**src/rtl/core/i8dr_pkg.sv**
```systemverilog
// shared constants and types for the int8 dot product requantizer
`default_nettype none
package i8dr_pkg;

    localparam int LANES      = 8;
    localparam int ACC_WIDTH  = 32;
    localparam int MULT_W     = 32;
    localparam int BIAS_W     = 48;
    localparam int FRAC_BITS  = 24;
    localparam int CODE_W     = 8;
    localparam int LANE_W     = 8;
    localparam int LPROD_W    = 2 * LANE_W;
    localparam int CHUNK_W    = LPROD_W + $clog2(LANES);
    localparam int PROD_W     = ACC_WIDTH + MULT_W;
    localparam int CAP_SHIFT  = 62;
    localparam int CAP_W      = (PROD_W > CAP_SHIFT + 1) ? PROD_W : CAP_SHIFT + 1;
    localparam int VAL_W      = 64;
    localparam int CODE_MAX   = 127;
    localparam int CODE_MINM  = 128;

    // stream field layout, lowest bits first
    localparam int ACT_LSB    = 0;
    localparam int WGT_LSB    = LANES * 0 + 64;
    localparam int MULT_LSB   = 128;
    localparam int BIAS_LSB   = MULT_LSB + MULT_W;
    localparam int IN_DATA_W  = BIAS_LSB + BIAS_W;
    localparam int OUT_USER_W = 2;

    localparam int QDEPTH     = 4;
    localparam int QAW        = $clog2(QDEPTH);
    localparam int QCW        = $clog2(QDEPTH + 1);

    typedef struct packed {
        logic signed [ACC_WIDTH-1:0] acc;
        logic                        wrap;
        logic [MULT_W-1:0]           mult;
        logic signed [BIAS_W-1:0]    bias;
    } t_job;

    typedef struct packed {
        logic valid;
        t_job job;
    } t_job_xfer;

    typedef struct packed {
        logic [QCW-1:0] count;
    } t_q_status;

endpackage
`default_nettype wire

```
**src/rtl/core/i8dr_back.sv**
```systemverilog
// back end: scale, bias, relu, round and clamp one finished sum
`default_nettype none
module i8dr_back
    import i8dr_pkg::*;
(
    input  wire logic              i_clk,
    input  wire logic              i_rst_n,
    input  wire logic              i_cfg_valid,
    input  wire logic              i_cfg_relu,
    input  wire t_job_xfer         i_head,
    output logic                   o_pop,
    output logic                   o_valid,
    input  wire logic              i_ready,
    output logic [CODE_W-1:0]      o_code,
    output logic                   o_clamped,
    output logic                   o_wrapped
);

    logic                     r_relu_enable;

    logic                     r_b1_valid;
    logic                     r_b1_neg;
    logic [ACC_WIDTH-1:0]     r_b1_mag;
    logic [MULT_W-1:0]        r_b1_mult;
    logic signed [BIAS_W-1:0] r_b1_bias;
    logic                     r_b1_wrap;

    logic                     r_b2_valid;
    logic                     r_b2_neg;
    logic [PROD_W-1:0]        r_b2_prod;
    logic signed [BIAS_W-1:0] r_b2_bias;
    logic                     r_b2_wrap;

    logic                     r_b3_valid;
    logic signed [VAL_W-1:0]  r_b3_val;
    logic                     r_b3_wrap;

    logic                     r_b4_valid;
    logic                     r_b4_neg;
    logic [VAL_W-1:0]         r_b4_mag;
    logic                     r_b4_wrap;

    logic                     r_out_valid;
    logic [CODE_W-1:0]        r_out_code;
    logic                     r_out_clamped;
    logic                     r_out_wrap;

    logic                     advance;
    logic                     head_neg;
    logic [CAP_W-1:0]         prod_ext;
    logic [CAP_W-1:0]         capped;
    logic signed [VAL_W-1:0]  n_val;
    logic signed [VAL_W-1:0]  relu_val;
    logic [VAL_W-1:0]         rnd;
    logic [VAL_W-1:0]         r_int;
    logic [CODE_W-1:0]        n_code;
    logic                     n_clamped;

    localparam logic [CAP_W-1:0] CAP_VAL = CAP_W'(1) << CAP_SHIFT;

    // the whole pipe holds while the output register waits
    assign advance = !r_out_valid || i_ready;
    assign o_pop   = advance && i_head.valid;

    always_ff @(posedge i_clk) begin
        if (!i_rst_n) begin
            r_relu_enable <= 1'b0;
        end else if (i_cfg_valid) begin
            r_relu_enable <= i_cfg_relu;
        end
    end

    assign head_neg = i_head.job.acc[ACC_WIDTH-1];
    assign prod_ext = CAP_W'(r_b2_prod);
    assign capped   = (prod_ext > CAP_VAL) ? CAP_VAL : prod_ext;

    always_comb begin
        n_val = r_b2_neg ? -$signed(VAL_W'(capped)) : $signed(VAL_W'(capped));
        n_val = n_val + VAL_W'(r_b2_bias);
    end

    assign relu_val = (r_relu_enable && r_b3_val[VAL_W-1]) ? '0 : r_b3_val;

    assign rnd   = r_b4_mag + (VAL_W'(1) << (FRAC_BITS - 1));
    assign r_int = rnd >> FRAC_BITS;

    always_comb begin
        if (r_b4_neg) begin
            n_clamped = r_int > VAL_W'(CODE_MINM);
            n_code    = n_clamped ? CODE_W'(CODE_MINM) : CODE_W'(-r_int);
        end else begin
            n_clamped = r_int > VAL_W'(CODE_MAX);
            n_code    = n_clamped ? CODE_W'(CODE_MAX) : CODE_W'(r_int);
        end
    end

    always_ff @(posedge i_clk) begin
        if (!i_rst_n) begin
            r_b1_valid  <= 1'b0;
            r_b2_valid  <= 1'b0;
            r_b3_valid  <= 1'b0;
            r_b4_valid  <= 1'b0;
            r_out_valid <= 1'b0;
        end else if (advance) begin
            r_b1_valid  <= i_head.valid;
            r_b2_valid  <= r_b1_valid;
            r_b3_valid  <= r_b2_valid;
            r_b4_valid  <= r_b3_valid;
            r_out_valid <= r_b4_valid;
        end
    end

    always_ff @(posedge i_clk) begin
        if (advance) begin
            r_b1_neg      <= head_neg;
            r_b1_mag      <= head_neg ? ACC_WIDTH'(-i_head.job.acc) : i_head.job.acc;
            r_b1_mult     <= i_head.job.mult;
            r_b1_bias     <= i_head.job.bias;
            r_b1_wrap     <= i_head.job.wrap;

            r_b2_neg      <= r_b1_neg;
            r_b2_prod     <= PROD_W'(r_b1_mag) * PROD_W'(r_b1_mult);
            r_b2_bias     <= r_b1_bias;
            r_b2_wrap     <= r_b1_wrap;

            r_b3_val      <= n_val;
            r_b3_wrap     <= r_b2_wrap;

            r_b4_neg      <= relu_val[VAL_W-1];
            r_b4_mag      <= relu_val[VAL_W-1] ? VAL_W'(-relu_val) : relu_val;
            r_b4_wrap     <= r_b3_wrap;

            r_out_code    <= n_code;
            r_out_clamped <= n_clamped;
            r_out_wrap    <= r_b4_wrap;
        end
    end

    assign o_valid   = r_out_valid;
    assign o_code    = r_out_code;
    assign o_clamped = r_out_clamped;
    assign o_wrapped = r_out_wrap;

endmodule
`default_nettype wire

```
**config.mk**
```make
export PLATFORM = sky130hd
export DESIGN_NAME = i8dr_back
export DESIGN_NICKNAME = d
export VERILOG_FILES = /design/src/rtl/core/i8dr_pkg.sv /design/src/rtl/core/i8dr_back.sv
export SDC_FILE = /design/constraint.sdc
export NUM_CORES = 2
export LEC_CHECK = 0
export ABC_AREA = 1
export BUFFER_PORTS_ARGS = -buffer_cell sky130_fd_sc_hd__buf_2
export CAP_MARGIN = 20
export CORE_MARGIN = 2
export CORE_UTILIZATION = 38
export CTS_CLUSTER_DIAMETER = 100
export DETAILED_ROUTE_END_ITERATION = 8
export GPL_TIMING_DRIVEN = 0
export MAX_ROUTING_LAYER = met4
export PLACE_DENSITY = 0.6
export REMOVE_ABC_BUFFERS = 1
export SETUP_SLACK_MARGIN = 0.4
export SYNTH_ARGS = -nofsm -noshare
export SYNTH_HDL_FRONTEND = slang
export SYNTH_SLANG_ARGS = --single-unit
```
**constraint.sdc**
```tcl
create_clock -name i_clk -period 11.7 [get_ports i_clk]
set_clock_uncertainty 0.1 [all_clocks]
set_input_delay 0.585 -clock i_clk [delete_from_list [all_inputs] [get_ports i_clk]]
set_output_delay 0.585 -clock i_clk [all_outputs]
set_load 0.1 [all_outputs]
```
==> out/results.txt <==
RR Endpoint -> prod_ext[57]$_DFFE_PN_
Max FO, Critical Path -> 17
Critical-path top delay cell -> edfxtp_1
Clock Pin Slew Worst Setup and Hold Paths -> 0.06 ns
Required time of the critical path -> 12.00 ns
Reg2reg path depth -> 26
CTS root buf -> clkbuf_16
Final Cycle Share -> 0.6932
Post-Synth Simple-Gate Area -> 0.1778
DP HPWL -> 137900 um
CTS Buf Count -> 47
Worst slew margin -> 0.3164
Status -> completed
Final ANT Viol Nets -> 0
Starting Density -> 0.3817
Resize count post-CTS -> 0
Multi-input combinational cell area -> 37290 um2
Final setup violation count -> 0
Crit. End Element -> flop
Final #Nets -> 8320
Area grow syn2layout -> 12.36%
Crit. Startpoint -> r_b1_mag[24]$_DFFE_PN_
Tmin final -> 8.111 ns
FFs w/ async S/R, synth -> 0
Post-synthesis sequential area ratio -> 0.1894
Fmax -> 123.3 MHz
DRC -> 0
Post-CTS Setup Inserts -> 0
Critical Path End -> prod_ext[57]$_DFFE_PN_
CTS hold repair buffers -> 70
Most frequent cells in the layout -> inv_1, nand2_1, fa_1
H-tree depth -> 2
Pin count of the biggest net entering global routing -> 130
TritonCTS clock tree -> yes
Setup TNS Final -> 0 ns
Die Area -> 149100 um2
Slowest cell delay on critical path -> 1.02 ns
All-layer global routing usage -> 0.2312
Yosys warns -> 0
Adder-cell share of the synthesized area -> 0.3982
EDFF count, synth -> 346
Fraction of synthesized area in multiplexers -> 0.0001804
Layout cells sized above 1 -> 0.05163
Final Max Slew Viols -> 0
Syn_area_per_cell -> 8.087 um2
Clk Latency, worst-skew pair -> 0.66 ns
Grt ovf -> 0
Top_reg_cell synth -> edfxtp_1
First-pass GRT wire length -> 259700 um
Reg area -> 10510 um2
Fillers -> 14530
DRT iter0 DRCs -> 2571
Max-cap violation count -> 0
CTS sink count -> 352
DR vias/cell -> 4.912
Site row count -> 140
Seq cells post-synth -> 352
Number of global-route vias before repair -> 46810
Tightest Pin Transition -> 1.022 ns
Yosys cell types -> 61
Compound-Gate Fraction of Synth Area -> 0.05867
Critical path class -> flop to flop
PortBufs -> 130
Cells after Synth -> 6862
Final hold vios -> 0
Final WL -> 162700 um
Core Area -> 145400 um2
Initial antenna violation count -> 1
Vias -> 43870
Data arrival time of the critical path -> 8.41 ns
Wire per inst -> 18.22 um
HP Class -> primary input to flop
Die width -> 386.1 um
Commonest non-fill, non-tap cell in the layout -> inv_1
Worst r2r src -> r_b1_mag[24]$_DFFE_PN_
Clk buf depth -> 3
Nature of the critical path startpoint -> flop
DR pass1 iterations -> 6
Dominant combinational cell family by area after synthesis -> adder cells
Die H -> 386.1 um
I/O pin count -> 131
Placer Congestion -> 0.9789
RSZ-0062 raised after global routing -> no
CP most frequent cell -> fa_1
Mapped cell area -> 55490 um2
Worst reg2reg setup slack -> 3.59 ns
Xor/xnor share of the synthesized area -> 0.03693
-- Yosys cell counts, types with 11 or more instances --
cell      number  area share
o21bai_1      19      0.0026
o41ai_1       19      0.0030
nand3_1      149       0.013
edfxtp_1     346        0.19
xor2_1       161       0.025
o21ai_0      188       0.017
nand2_2       14      0.0016
o21a_1        17      0.0023
nor4_1        16      0.0018
clkbuf_1     204       0.014
nor3_1        38      0.0034
fa_1         897        0.32
nand2_1     1725        0.12
a31oi_1       37      0.0042
nand4_1       44      0.0050
nor2_1       408       0.028
inv_1       1796        0.12
xnor2_1       73       0.012
nor2_2        11      0.0012
a21oi_1      201       0.018
o31ai_1       20      0.0027
a21o_1        13      0.0018
ha_1         331       0.075
o21ai_1       23      0.0021
-- critical path, delay by kind of cell (launching register included) --
kind | cells | cell delay (ns)
AND/OR/NAND/NOR | 10 | 1.42
AO/OA/AOI/OAI | 1 | 0.20
flip-flops | 1 | 1.02
adder cells (fa/ha/maj) | 9 | 4.53
buffers and inverters | 6 | 0.56
-- registers in the layout, summed over array words and instances, names as in the netlist, 8 cells and up --
| signal | flops |
|---|---|
| o_code | 8 |
| prod_ext | 64 |
| r_b1_bias | 48 |
| r_b1_mag | 32 |
| r_b1_mult | 32 |
| r_b2_bias | 48 |
| r_b3_val | 64 |
| r_b4_mag | 41 |
-- how the worst min path moves through the flow --
stage	from	to	depth (start not counted)
after floorplan	r_b4_wrap$_DFFE_PN_	o_wrapped$_DFFE_PN_	0
after global placement	r_b2_wrap$_DFFE_PN_	r_b3_wrap$_DFFE_PN_	0
after detailed placement	r_b1_bias[1]$_DFFE_PN_	r_b2_bias[1]$_DFFE_PN_	0
after CTS	i_head[38]	r_b1_bias[38]$_DFFE_PN_	1
after global routing	i_head[29]	r_b1_bias[29]$_DFFE_PN_	1
final	i_head[38]	r_b1_bias[38]$_DFFE_PN_	1
-- stage by stage --
stage                     setup WS, ns  utilization  hold WS [ns]  std cells  instance area, um2
after floorplan                  2.040            -        0.3003       6633               54550
after global routing             3.222       0.4289       0.01402       8929               62350
after CTS                        3.651       0.4288    0.00009420       8928               62350
after global placement         -0.3021       0.3961        0.3008       8680               57600
after detailed placement         3.672       0.4131        0.3052       8771               60060
final                            3.589       0.4289       0.04361       8930               62350
-- cell families (layout without fill, tap and decap cells) --
kind of cell | after synthesis | count (layout)
compound gates | 568 | 568
xor+xnor | 234 | 234
fa+ha+maj | 1228 | 1228
buf+inv | 2029 | 2178
flops | 352 | 352
mux | 1 | 1
other cells | 0 | 2
simple gates | 2450 | 2450
-- per-layer routing --
| metal | routed length (um) | share of wire | GRT usage | vias up |
|---|---|---|---|---|
| li1 | - | - | - | 20640 |
| met1 | 67560 | 0.42 | 0.2844 | 21660 |
| met2 | 79990 | 0.49 | 0.3931 | 1237 |
| met3 | 8432 | 0.052 | 0.02600 | 328 |
| met4 | 6721 | 0.041 | 0.08283 | 0 |
| met5 | 0 | 0 | - | - |
-- cell type report --
| cell class | count | share of cell area |
|---|---|---|
| Inverter | 1800 | 0.1085 |
| Tap cell | 1917 | 0.03847 |
| Antenna cell | 2 | 0.00008026 |
| Clock inverter | 31 | 0.005699 |
| Clock buffer | 56 | 0.01973 |
| Multi-Input combinational cell | 4481 | 0.5981 |
| Sequential cell | 352 | 0.1686 |
| Timing Repair Buffer | 291 | 0.06088 |
Power is left out: the tool's default activity adds up to more than one toggle a clock period on the data nets, which glitch-free logic cannot reach.
