## config.mk

```make
export PLATFORM = sky130hd
export DESIGN_NAME = i8dr_queue
export DESIGN_NICKNAME = d
export VERILOG_FILES = /design/src/rtl/core/i8dr_pkg.sv /design/src/rtl/core/i8dr_queue.sv
export SDC_FILE = /design/constraint.sdc
export NUM_CORES = 1
export LEC_CHECK = 0
export BUFFER_PORTS_ARGS = -buffer_cell sky130_fd_sc_hd__buf_2
export CORE_MARGIN = 2
export CORE_UTILIZATION = 45
export DETAILED_ROUTE_END_ITERATION = 10
export PLACE_DENSITY = 0.74
export SLEW_MARGIN = 15
export SYNTH_ARGS = -nofsm -noshare
export SYNTH_HDL_FRONTEND = slang
export SYNTH_SLANG_ARGS = --single-unit
```

## constraint.sdc

```tcl
create_clock -name i_clk -period 3.52 [get_ports i_clk]
set_clock_uncertainty 0.2 [all_clocks]
set_input_delay 0 -clock i_clk [delete_from_list [all_inputs] [get_ports i_clk]]
set_output_delay 0 -clock i_clk [all_outputs]
set_load 0.05 [all_outputs]
```

## src/rtl/core/i8dr_pkg.sv

```systemverilog
// shared constants and types for the int8 dot product requantizer
`default_nettype none
package i8dr_pkg;

    localparam int LANES      = 8;
    localparam int ACC_WIDTH  = 32;
    localparam int MULT_W     = 32;
    localparam int BIAS_W     = 48;
    localparam int FRAC_BITS  = 24;
    localparam int CODE_W     = 8;
    localparam int LANE_W     = 8;
    localparam int LPROD_W    = 2 * LANE_W;
    localparam int CHUNK_W    = LPROD_W + $clog2(LANES);
    localparam int PROD_W     = ACC_WIDTH + MULT_W;
    localparam int CAP_SHIFT  = 62;
    localparam int CAP_W      = (PROD_W > CAP_SHIFT + 1) ? PROD_W : CAP_SHIFT + 1;
    localparam int VAL_W      = 64;
    localparam int CODE_MAX   = 127;
    localparam int CODE_MINM  = 128;

    // stream field layout, lowest bits first
    localparam int ACT_LSB    = 0;
    localparam int WGT_LSB    = LANES * 0 + 64;
    localparam int MULT_LSB   = 128;
    localparam int BIAS_LSB   = MULT_LSB + MULT_W;
    localparam int IN_DATA_W  = BIAS_LSB + BIAS_W;
    localparam int OUT_USER_W = 2;

    localparam int QDEPTH     = 4;
    localparam int QAW        = $clog2(QDEPTH);
    localparam int QCW        = $clog2(QDEPTH + 1);

    typedef struct packed {
        logic signed [ACC_WIDTH-1:0] acc;
        logic                        wrap;
        logic [MULT_W-1:0]           mult;
        logic signed [BIAS_W-1:0]    bias;
    } t_job;

    typedef struct packed {
        logic valid;
        t_job job;
    } t_job_xfer;

    typedef struct packed {
        logic [QCW-1:0] count;
    } t_q_status;

endpackage
`default_nettype wire

```

## src/rtl/core/i8dr_queue.sv

```systemverilog
// short job queue between the accumulate front and the requantize back
`default_nettype none
module i8dr_queue
    import i8dr_pkg::*;
(
    input  wire logic      i_clk,
    input  wire logic      i_rst_n,
    input  wire t_job_xfer i_push,
    input  wire logic      i_pop,
    output t_job_xfer      o_head,
    output t_q_status      o_status
);

    t_job           r_mem [QDEPTH];
    logic [QAW-1:0] r_wr_ptr;
    logic [QAW-1:0] r_rd_ptr;
    logic [QCW-1:0] r_count;
    logic           do_pop;

    assign do_pop = i_pop && (r_count != '0);

    always_ff @(posedge i_clk) begin
        if (i_push.valid) begin
            r_mem[r_wr_ptr] <= i_push.job;
        end
    end

    always_ff @(posedge i_clk) begin
        if (!i_rst_n) begin
            r_wr_ptr <= '0;
            r_rd_ptr <= '0;
            r_count  <= '0;
        end else begin
            if (i_push.valid) begin
                r_wr_ptr <= (r_wr_ptr == QAW'(QDEPTH - 1)) ? '0 : r_wr_ptr + 1'b1;
            end
            if (do_pop) begin
                r_rd_ptr <= (r_rd_ptr == QAW'(QDEPTH - 1)) ? '0 : r_rd_ptr + 1'b1;
            end
            if (i_push.valid && !do_pop) begin
                r_count <= r_count + 1'b1;
            end else if (!i_push.valid && do_pop) begin
                r_count <= r_count - 1'b1;
            end
        end
    end

    assign o_head.valid   = r_count != '0;
    assign o_head.job     = r_mem[r_rd_ptr];
    assign o_status.count = r_count;

endmodule
`default_nettype wire

```

==> impl_metrics.csv, run 1 <==
group,metric,value,unit
status,status,"finished clean",
layout,multi_input_area,2820,um^2
timing,period_needed,3.14,ns
global_routing,grt_pass1_wl,52200,um
synthesis,synth_async_sr_flop_share,0,%
synthesis,synth-seq-cells,461,
timing,relSlewSlack,50.3,%
synthesis,yosysWarnings,0,
clock_network,cts_setup_buffers,0,
synthesis,synth_area_per_cell,26.4,um^2
power_and_ir_drop,p_per_area,704,nW/um^2
power_and_ir_drop,vdd_drop_max,0.593,mV
route,drt-total-wl,34100,um
timing,fmax,318,MHz
layout,drive_above_1_share,37.7,%
timing,worst_slew_pin_slew,0.746,ns
placed_design,hpwl,18800,um
global_routing,grt_usage,17.9,%
synthesis,ys_seq_area_share,82.0,%
route,detail_route.iter0.violations,486,
synthesis,synth_nets,760,
clock_network,clkTransAtPathRegs,0.06,ns
setup_path,start_kind,"flop",
setup_path,crit_arrival,3.44,ns
setup_path,endpoint_kind,"flop",
route,postRouteAntennaNets,0,
clock_network,cts_resized,0,
layout,fin_nets,1240,
die,io_pins,234,
setup_path,worstPathRequired,3.81,ns
synthesis,synth-edff-count,452,
die,die_x,197,um
placed_design,place_ws,0.940,ns
timing,setup_tns,0,ns
timing,period_share,89.3,%
layout,fillers,2529,
die,start_util,45.7,%
hold_path,hp-class,"in2reg",
route,firstDrtPassIters,5,
placed_design,port_buffers,233,
timing,setup_viol,0,
global_routing,overflow,0,
synthesis,synth.most_common_cell,"edfxtp_1",
setup_path,path_max_fanout,5,
clock_network,cts_root_buffer,"clkbuf_16",
route,vias,8370,
global_routing,grt_max_degree,65,
route,wl_per_cell,21.1,um
synthesis,synth_commonest_cells,"edfxtp_1 (452), mux4_2 (113), buf_2 (12)",
global_routing,antenna_found_initial,1,
die,rows,70,
route,via_per_inst,5.17,
timing,setup_ws,0.377,ns
clock_network,cts-buffers-inserted,47,
layout,syn_to_final_growth,31.9,%
clock_network,clkLatencyLatePin,0.55,ns
synthesis,yosysTopAreaCell,"edfxtp_1",
synthesis,synthCells,636,
clock_network,numClockSinks,461,
route,drc_errors,0,
synthesis,synthFlopType,"edfxtp_1",
synthesis,syn_area,16800,um^2
power_and_ir_drop,leakage,7.58,nW
die,die_h,197,um
synthesis,synth_cell_types,22,
clock_network,h-tree-depth,2,
run,drv_cap,0,
timing,hold_violations,0,
clock_network,clk_path_buf_depth,3,
global_routing,grt_pass1_vias,9150,
die,dieArea,38800,um^2
layout,utilization,60.3,%
placed_design,place_congestion,0.726,
setup_path,path_class,"reg2reg",
synthesis,synth.area.top_cells,"edfxtp_1 (81%), mux4_2 (15%), dfxtp_1 (1.1%), buf_8 (0.72%), ha_1 (0.45%)",
layout,regArea,13800,um^2
clock_network,cts_tree,"built",
timing,rsz0062_at_grt,"no",
die,core_area,36700,um^2
timing,slew_violations,0,
synthesis,yosysTopAreaCellShare,80.9,%
## path summary, 6_finish.rpt
kind          startpoint            to  slack, ns  cells past startpoint
max          o_status[0]   o_status[2]       0.38                      8
min           i_push[60]  r_mem[0][60]       0.02                      2
max reg2reg  o_status[0]   o_status[2]       0.38                      8
min reg2reg  r_rd_ptr[1]          flop       0.34                      2
## cell families after synthesis
logic type / count (synthesis) / share of synthesized area (%)
flops: 461 / 82.0
mux: 116 / 15.3
buf+inv: 29 / 1.32
simple gates: 16 / 0.522
fa+ha+maj: 7 / 0.567
compound gates: 5 / 0.179
xor+xnor: 2 / 0.104
## state kept, by name, summed over array words and instances, names as in the netlist, named ones only
name and cells:
r_mem 452, o_status 3, r_rd_ptr 2, r_wr_ptr 2
## cell type report
class | count | share of cell area [%]
well taps | 468 | 2.65
repair buffers | 457 | 15.7
clock inverters | 22 | 0.848
diodes | 2 | 0.0226
inverters | 3 | 0.0509
multi-input cells | 146 | 12.7
clock buffers | 59 | 5.84
flip-flops and latches | 461 | 62.2
## per-layer routing
metal  track usage, %  share of wire [%]  vias to the layer above
li1                 -                  -                     3717
met1             23.2                 42                     4304
met2             29.9                 49                      295
met3             4.32                7.0                       54
met4             6.04                2.4                        0
met5                0                  0                        -
## critical path, cell delays in order (launching register included)
cell and delay (ns):
dfxtp_1 0.37, o31ai_1 0.55, ha_1 0.31, inv_1 0.07, fa_1 0.37, xor2_1 0.16, or3_1 0.32, a21boi_0 0.17
dlygate4sd3_1 0.56
## per-stage QoR
stage / hold WS (ns) / cells / cell area [um^2] / total power [mW]
finish: 0.0180 / 1618 / 22100 / 15.6
CTS: 0.000359 / 1616 / 22100 / 15.7
global placement: 0.0109 / 1328 / 18600 / 10.7
floorplan: -0.101 / 636 / 16800 / 9.90
global route: 0.0170 / 1617 / 22100 / 16.2
detailed placement: 0.0173 / 1328 / 18600 / 10.8
## layout by cell type (no fill, tap or decap)
| cell | synthesis | final |
|---|---|---|
| xnor2_1 | 1 | 1 |
| dlygate4sd3_1 | 0 | 207 |
| o21ai_0 | 3 | 3 |
| fa_1 | 1 | 1 |
| clkinv_1 | 0 | 10 |
| buf_4 | 0 | 8 |
| dfxtp_1 | 9 | 7 |
| buf_12 | 0 | 9 |
| bufinv_16 | 0 | 3 |
| nor2_1 | 2 | 2 |
| clkbuf_8 | 0 | 3 |
| and2_1 | 5 | 1 |
| o31ai_1 | 1 | 1 |
| and2_4 | 0 | 4 |
| clkinvlp_4 | 0 | 3 |
| mux2i_1 | 3 | 3 |
| clkinv_2 | 0 | 4 |
| inv_1 | 3 | 3 |
| or3_1 | 2 | 2 |
| mux4_2 | 113 | 113 |
| inv_6 | 0 | 1 |
| ha_1 | 6 | 6 |
| a21boi_0 | 1 | 1 |
| nor2b_1 | 3 | 3 |
| clkinv_4 | 0 | 1 |
| xor2_1 | 1 | 1 |
| clkbuf_1 | 5 | 7 |
| edfxtp_1 | 452 | 452 |
| dfxtp_4 | 0 | 2 |
| nand2_1 | 2 | 2 |
| clkbuf_16 | 0 | 49 |
| diode_2 | 0 | 2 |
| nand3_1 | 2 | 2 |
| buf_2 | 12 | 233 |
## repair_timing
item | 4_1_cts | 5_1_grt
endpoints found under the setup margin | 0 | 0
hold buffers | 207 | 0
endpoints found under the hold margin | 523 | 0
## report_power, final
part / leakage (nW) / switching [mW] / total (mW) / internal [mW]
Combinational: 2.63 / 2.92 / 4.38 / 1.46
Sequential: 4.23 / 0.127 / 6.44 / 6.31
Clock: 0.716 / 1.97 / 4.77 / 2.81
Total: 7.58 / 5.01 / 15.6 / 10.6
(Power assumes the default switching activity.)
==> run 2: changes to the inputs <==
--- a/config.mk
+++ b/config.mk
@@ -5,11 +5,12 @@
 export SDC_FILE = /design/constraint.sdc
 export NUM_CORES = 1
 export LEC_CHECK = 0
+export ABC_AREA = 1
 export BUFFER_PORTS_ARGS = -buffer_cell sky130_fd_sc_hd__buf_2
 export CORE_MARGIN = 2
 export CORE_UTILIZATION = 45
 export DETAILED_ROUTE_END_ITERATION = 10
-export PLACE_DENSITY = 0.74
+export PLACE_DENSITY = 0.73
 export SLEW_MARGIN = 15
 export SYNTH_ARGS = -nofsm -noshare
 export SYNTH_HDL_FRONTEND = slang
==> run 2 against run 1 <==
Effect of this change: synthesized area grew 2.4%; setup slack gained 0.16 ns; die area grew 2.4%; register-to-register slack gained 0.16 ns; clock power grew 2%; core utilization shrank 0.52 points; wire length grew 19%; synthesized cell count grew 82%; final area grew 1.8%; power grew 12%; fmax grew 5.3%; first-iteration DRC count grew 63%; critical endpoint unchanged; largest cell class unchanged; highest routed layer unchanged.
==> impl_metrics.csv, run 2 <==
group,metric,value,unit
setup_path,path_max_fanout,4,
setup_path,critPathSlowestCell,"dlygate4sd3_1",
hold_path,hp-class,"in2reg",
clock_network,cts_tree,"built",
layout,fillers,2769,
layout,final_cell_mix,"edfxtp_1 (452), nor2_1 (236), buf_2 (233)",
route,detail_route.iter0.violations,791,
clock_network,clk_path_buf_depth,3,
synthesis,synth-edff-count,452,
power_and_ir_drop,power.net_switching,6.81,mW
synthesis,yosysWarnings,0,
route,firstDrtPassIters,5,
route,via_per_inst,5.27,
synthesis,ys_seq_area_share,80.0,%
layout,regMostFlops,"r_mem",
global_routing,overflow,0,
timing,worst_slew_pin_slew,0.974,ns
timing,whs,0.0277,ns
die,start_util,45.6,%
die,core_area,37700,um^2
die,dieArea,39800,um^2
layout,drive_above_1_share,19.5,%
global_routing,grt_usage,20.1,%
die,die_x,199,um
route,vias,11330,
clock_network,h-tree-depth,2,
timing,rsz0062_at_grt,"no",
global_routing,antenna_found_initial,3,
setup_path,crit_family,"buffers and inverters",
route,drc_errors,0,
placed_design,dp.cells,1841,
layout,multi_input_area,2930,um^2
synthesis,syn_area,17200,um^2
status,status,"finished clean",
synthesis,synthFlopType,"edfxtp_1",
setup_path,crit_arrival,3.23,ns
synthesis,synth_cell_types,23,
synthesis,synth_nets,1279,
synthesis,synthCells,1155,
setup_path,crit_top_cell,"nand2_1",
power_and_ir_drop,leakage,8.02,nW
power_and_ir_drop,p_seq_share,36.9,%
clock_network,clkTransAtPathRegs,0.06,ns
clock_network,cts_root_buffer,"clkbuf_16",
power_and_ir_drop,clkPwrFrac,28.0,%
power_and_ir_drop,pwr-share-comb,35.2,%
die,io_pins,234,
timing,relSlewSlack,35.0,%
die,rows,71,
timing,hold_violations,0,
synthesis,synth-seq-cells,461,
placed_design,place_ws,1.31,ns
layout,layout.cells.non_filler,2151,
layout,syn_to_final_growth,31.1,%
setup_path,start_kind,"flop",
route,wl_per_cell,18.8,um
placed_design,port_buffers,233,
global_routing,grt_pass1_wl,61500,um
global_routing,grt_max_degree,227,
power_and_ir_drop,p_int,10.6,mW
clock_network,numClockSinks,461,
synthesis,yosysTopAreaCellShare,79.0,%
layout,final_common_cell,"edfxtp_1",
placed_design,place_congestion,0.762,
setup_path,endpoint_kind,"flop",
layout,utilization,59.8,%
run,drv_cap,0,
layout,fin_nets,1724,
synthesis,synth.most_common_cell,"edfxtp_1",
timing,setup_ws,0.534,ns
clock_network,clkLatencyLatePin,0.56,ns
synthesis,synth_async_sr_flop_share,0,%
timing,setup_tns,0,ns
synthesis,synth.area.top_cells,"edfxtp_1 (79%), o21ai_0 (5.8%), nor2_1 (5.2%), o22ai_1 (4.1%), dfxtp_1 (1.0%)",
timing,period_share,84.8,%
timing,setup_viol,0,
setup_path,worstPathRequired,3.77,ns
clock_network,cts_resized,0,
power_and_ir_drop,sw_frac_of_total,39.2,%
die,die_h,199,um
setup_path,cp.buffers_inverters,3,
setup_path,path_class,"reg2reg",
placed_design,hpwl,20000,um
timing,slew_violations,0,
clock_network,cts-buffers-inserted,46,
power_and_ir_drop,p_per_area,773,nW/um^2
layout,regArea,13800,um^2
setup_path,crit_chain,"nor2_1, nand2_1, nand2_1, ha_1, inv_1, fa_1, nand2_1, nand4_1, nand2_1, dlygate4sd3_1, nor2_1, dlygate4sd3_1",
route,drt-total-wl,40500,um
layout,largest_reg_flops,452,
timing,period_needed,2.99,ns
setup_path,cpPeakStageDelay,0.54,ns
power_and_ir_drop,vdd_drop_max,0.688,mV
synthesis,yosysTopAreaCell,"edfxtp_1",
synthesis,synth_area_per_cell,14.9,um^2
timing,fmax,335,MHz
synthesis,synth_commonest_cells,"edfxtp_1 (452), nor2_1 (236), o21ai_0 (198)",
route,postRouteAntennaNets,0,
global_routing,grt_pass1_vias,11607,
## run 2: repair_timing
action,4_1_cts,5_1_grt
buffers inserted,0,0
hold buffers,222,0
hold endpoints to repair,605,0
## run 2: logic make-up after synthesis
logic type | Yosys count | share of synthesized area [%]
AND/OR/NAND/NOR | 253 | 5.58
buffers and inverters | 89 | 2.93
XOR/XNOR | 1 | 0.0510
flip-flops | 461 | 80.0
adder cells (fa/ha/maj) | 7 | 0.553
AO/OA/AOI/OAI | 344 | 10.8
## run 2: final cells by class
cell class / count / share of cell area [%]
Sequential cell: 461 / 61.1
Timing Repair Buffer: 470 / 16.0
Multi-Input combinational cell: 605 / 13.0
Clock buffer: 57 / 5.58
Tap cell: 511 / 2.84
Clock inverter: 28 / 1.10
Inverter: 16 / 0.339
Antenna cell: 3 / 0.0333
## run 2: through the flow
step	area (um^2)	power (mW)
floorplan	17200	11.0
global placement	18800	12.3
detailed placement	18800	12.4
CTS	22500	17.5
global route	22500	18.1
finish	22500	17.4
## run 2: worst paths after layout
| path | startpoint | end | slack, ns | cells past startpoint |
|---|---|---|---|---|
| setup / recovery | o_status[0] | o_status[2] | 0.53 | 12 |
| hold / removal | i_push[84] | r_mem[2][84] | 0.03 | 2 |
| setup reg to reg | o_status[0] | o_status[2] | 0.53 | 12 |
| hold reg to reg | r_wr_ptr[1] | r_wr_ptr[1] | 0.34 | 2 |
## run 2: layer usage
| metal | part of all wire [%] | vias up | global-route usage, % |
|---|---|---|---|
| met1 | 40 | 5579 | 24.2 |
| li1 | - | 5264 | - |
| met2 | 51 | 431 | 35.2 |
| met3 | 7.9 | 56 | 4.95 |
| met4 | 2.0 | 0 | 7.13 |
| met5 | 0 | - | 0 |
## run 2: power groups by stage
stage / Clock (mW) / Combinational [mW] / Sequential [mW]
floorplan: 0 / 4.46 / 6.55
global placement: 0 / 5.79 / 6.52
detailed placement: 0 / 5.87 / 6.53
CTS: 4.95 / 6.10 / 6.41
global route: 5.17 / 6.52 / 6.43
finish: 4.87 / 6.12 / 6.41
==> run 3: changes to the inputs <==
--- a/config.mk
+++ b/config.mk
@@ -5,12 +5,12 @@
 export SDC_FILE = /design/constraint.sdc
 export NUM_CORES = 1
 export LEC_CHECK = 0
-export ABC_AREA = 1
+export ABC_AREA = 0
 export BUFFER_PORTS_ARGS = -buffer_cell sky130_fd_sc_hd__buf_2
 export CORE_MARGIN = 2
 export CORE_UTILIZATION = 45
 export DETAILED_ROUTE_END_ITERATION = 10
-export PLACE_DENSITY = 0.73
+export PLACE_DENSITY = 0.71
 export SLEW_MARGIN = 15
 export SYNTH_ARGS = -nofsm -noshare
 export SYNTH_HDL_FRONTEND = slang
==> constraint.sdc (replaced) <==
create_clock -name i_clk -period 2.8 [get_ports i_clk]
set_clock_uncertainty 0.2 [all_clocks]
set_input_delay 0 -clock i_clk [delete_from_list [all_inputs] [get_ports i_clk]]
set_output_delay 0 -clock i_clk [all_outputs]
set_load 0.05 [all_outputs]
==> run 3 against run 2 <==
Effect of this change: via count fell by 26%; clock power is 20% higher; power grew 12%; global-route usage shrank 2.3 points; hold slack got worse by 0.0043 ns; final area is 1.1% lower; sequential cell count unchanged; non-clock buffer count did not move; critical path depth shrank 5; largest cell class unchanged; largest power group unchanged.
==> impl_metrics.csv, run 3 (synthesized netlist as in run 1, its figures left out) <==
group,metric,value,unit
timing,slew_violations,0,
power_and_ir_drop,p_per_area,875,nW/um^2
die,io_pins,234,
timing,fmax,400,MHz
placed_design,place_congestion,0.700,
global_routing,overflow,0,
die,core_area,36700,um^2
layout,multi_input_area,2820,um^2
setup_path,endpoint_kind,"flop",
layout,final_cell_mix,"edfxtp_1 (452), buf_2 (233), dlygate4sd3_1 (214)",
die,rows,70,
global_routing,grt_usage,17.8,%
route,detail_route.iter0.violations,342,
clock_network,clkTransAtPathRegs,0.06,ns
timing,hold_violations,0,
run,drv_cap,0,
timing,period_share,89.3,%
global_routing,grt_pass1_wl,52000,um
layout,fillers,2516,
clock_network,cts-buffers-inserted,46,
timing,worst_slew_pin_slew,0.534,ns
layout,fin_nets,1252,
timing,setup_ws,0.299,ns
route,drt-total-wl,34100,um
layout,regArea,13800,um^2
setup_path,start_kind,"flop",
placed_design,place_ws,0.507,ns
clock_network,clkLatencyLatePin,0.56,ns
clock_network,cts_setup_buffers,0,
power_and_ir_drop,vdd_drop_max,0.604,mV
route,vias,8384,
die,die_h,197,um
power_and_ir_drop,leakage,7.63,nW
layout,syn_to_final_growth,32.7,%
placed_design,dp.cells,1334,
timing,setup_viol,0,
clock_network,h-tree-depth,2,
route,firstDrtPassIters,4,
layout,largest_reg_flops,452,
route,postRouteAntennaNets,0,
status,status,"finished clean",
setup_path,path_class,"reg2reg",
route,wl_per_cell,20.9,um
timing,relSlewSlack,64.4,%
global_routing,grt_pass1_vias,9316,
setup_path,crit_arrival,2.77,ns
die,start_util,45.7,%
timing,whs,0.0234,ns
global_routing,grt_max_degree,54,
layout,layout.cells.non_filler,1634,
route,via_per_inst,5.13,
layout,regMostFlops,"r_mem",
timing,setup_tns,0,ns
timing,rsz0062_at_grt,"no",
clock_network,clk_path_buf_depth,3,
timing,period_needed,2.50,ns
placed_design,port_buffers,233,
route,drc_errors,0,
setup_path,worstPathRequired,3.07,ns
layout,final_common_cell,"edfxtp_1",
placed_design,hpwl,18800,um
clock_network,cts_tree,"built",
layout,utilization,60.7,%
hold_path,hp-class,"in2reg",
setup_path,path_max_fanout,5,
die,die_x,197,um
global_routing,antenna_found_initial,1,
clock_network,numClockSinks,461,
clock_network,cts_root_buffer,"clkbuf_16",
die,dieArea,38800,um^2
layout,drive_above_1_share,37.3,%
==> run 3: cell count changes in the layout (fill, tap and decap cells not counted), sizes merged, moves of 10 or more <==
cell and change:
nand2 -11, o22ai -113, o21ai -225, mux4 +113, nor2 -234, inv -10
==> run 3: cell type report <==
class	instances	share of cell area (%)
tap	468	2.63
clock inverter	27	0.955
antenna	1	0.0112
multi-input combinational	146	12.6
inverter	3	0.0506
clock buffer	58	5.47
timing repair buffer	470	16.5
sequential	461	61.8
==> run 3: worst max-delay path, cell delays in order, from the launching register on <==
cell and delay [ns]:
dfxtp_1 0.36, o31ai_1 0.41, ha_1 0.28, inv_1 0.08
fa_1 0.38, xor2_1 0.17, or3_1 0.31, a21boi_0 0.22
==> run 3: worst paths after layout <==
path / cells past startpoint / to / slack [ns] / start
setup / recovery: 7 / o_status[2] / 0.30 / o_status[1]
hold / removal: 2 / r_mem[0][31] / 0.02 / i_push[31]
setup reg to reg: 7 / o_status[2] / 0.30 / o_status[1]
hold reg to reg: 2 / flop / 0.33 / r_rd_ptr[1]
==> run 3: power by group <==
| group | leakage (nW) | switching, mW | internal, mW |
|---|---|---|---|
| logic | 2.71 | 3.65 | 1.89 |
| registers | 4.23 | 0.186 | 7.93 |
| clock network | 0.685 | 2.46 | 3.36 |
==> run 3: repair_timing <==
action	4_1_cts	5_1_grt
hold endpoints to repair	576	0
endpoints found under the setup margin	0	0
hold buffers	214	0
gates resized for setup	0	0
==> run 3: per-stage QoR <==
step | instance area (um^2) | power (mW)
final | 22300 | 19.5
after global routing | 22300 | 20.2
after CTS | 22300 | 19.7
after detailed placement | 18700 | 13.6
after global placement | 18700 | 13.6
after floorplan | 16800 | 12.4
==> run 3: per-layer routing <==
metal	track usage [%]	up-vias	wire length (um)
li1	-	3746	-
met1	22.4	4305	13900
met2	30.0	277	17200
met3	4.59	56	2230
met4	6.52	0	771
met5	0	-	0
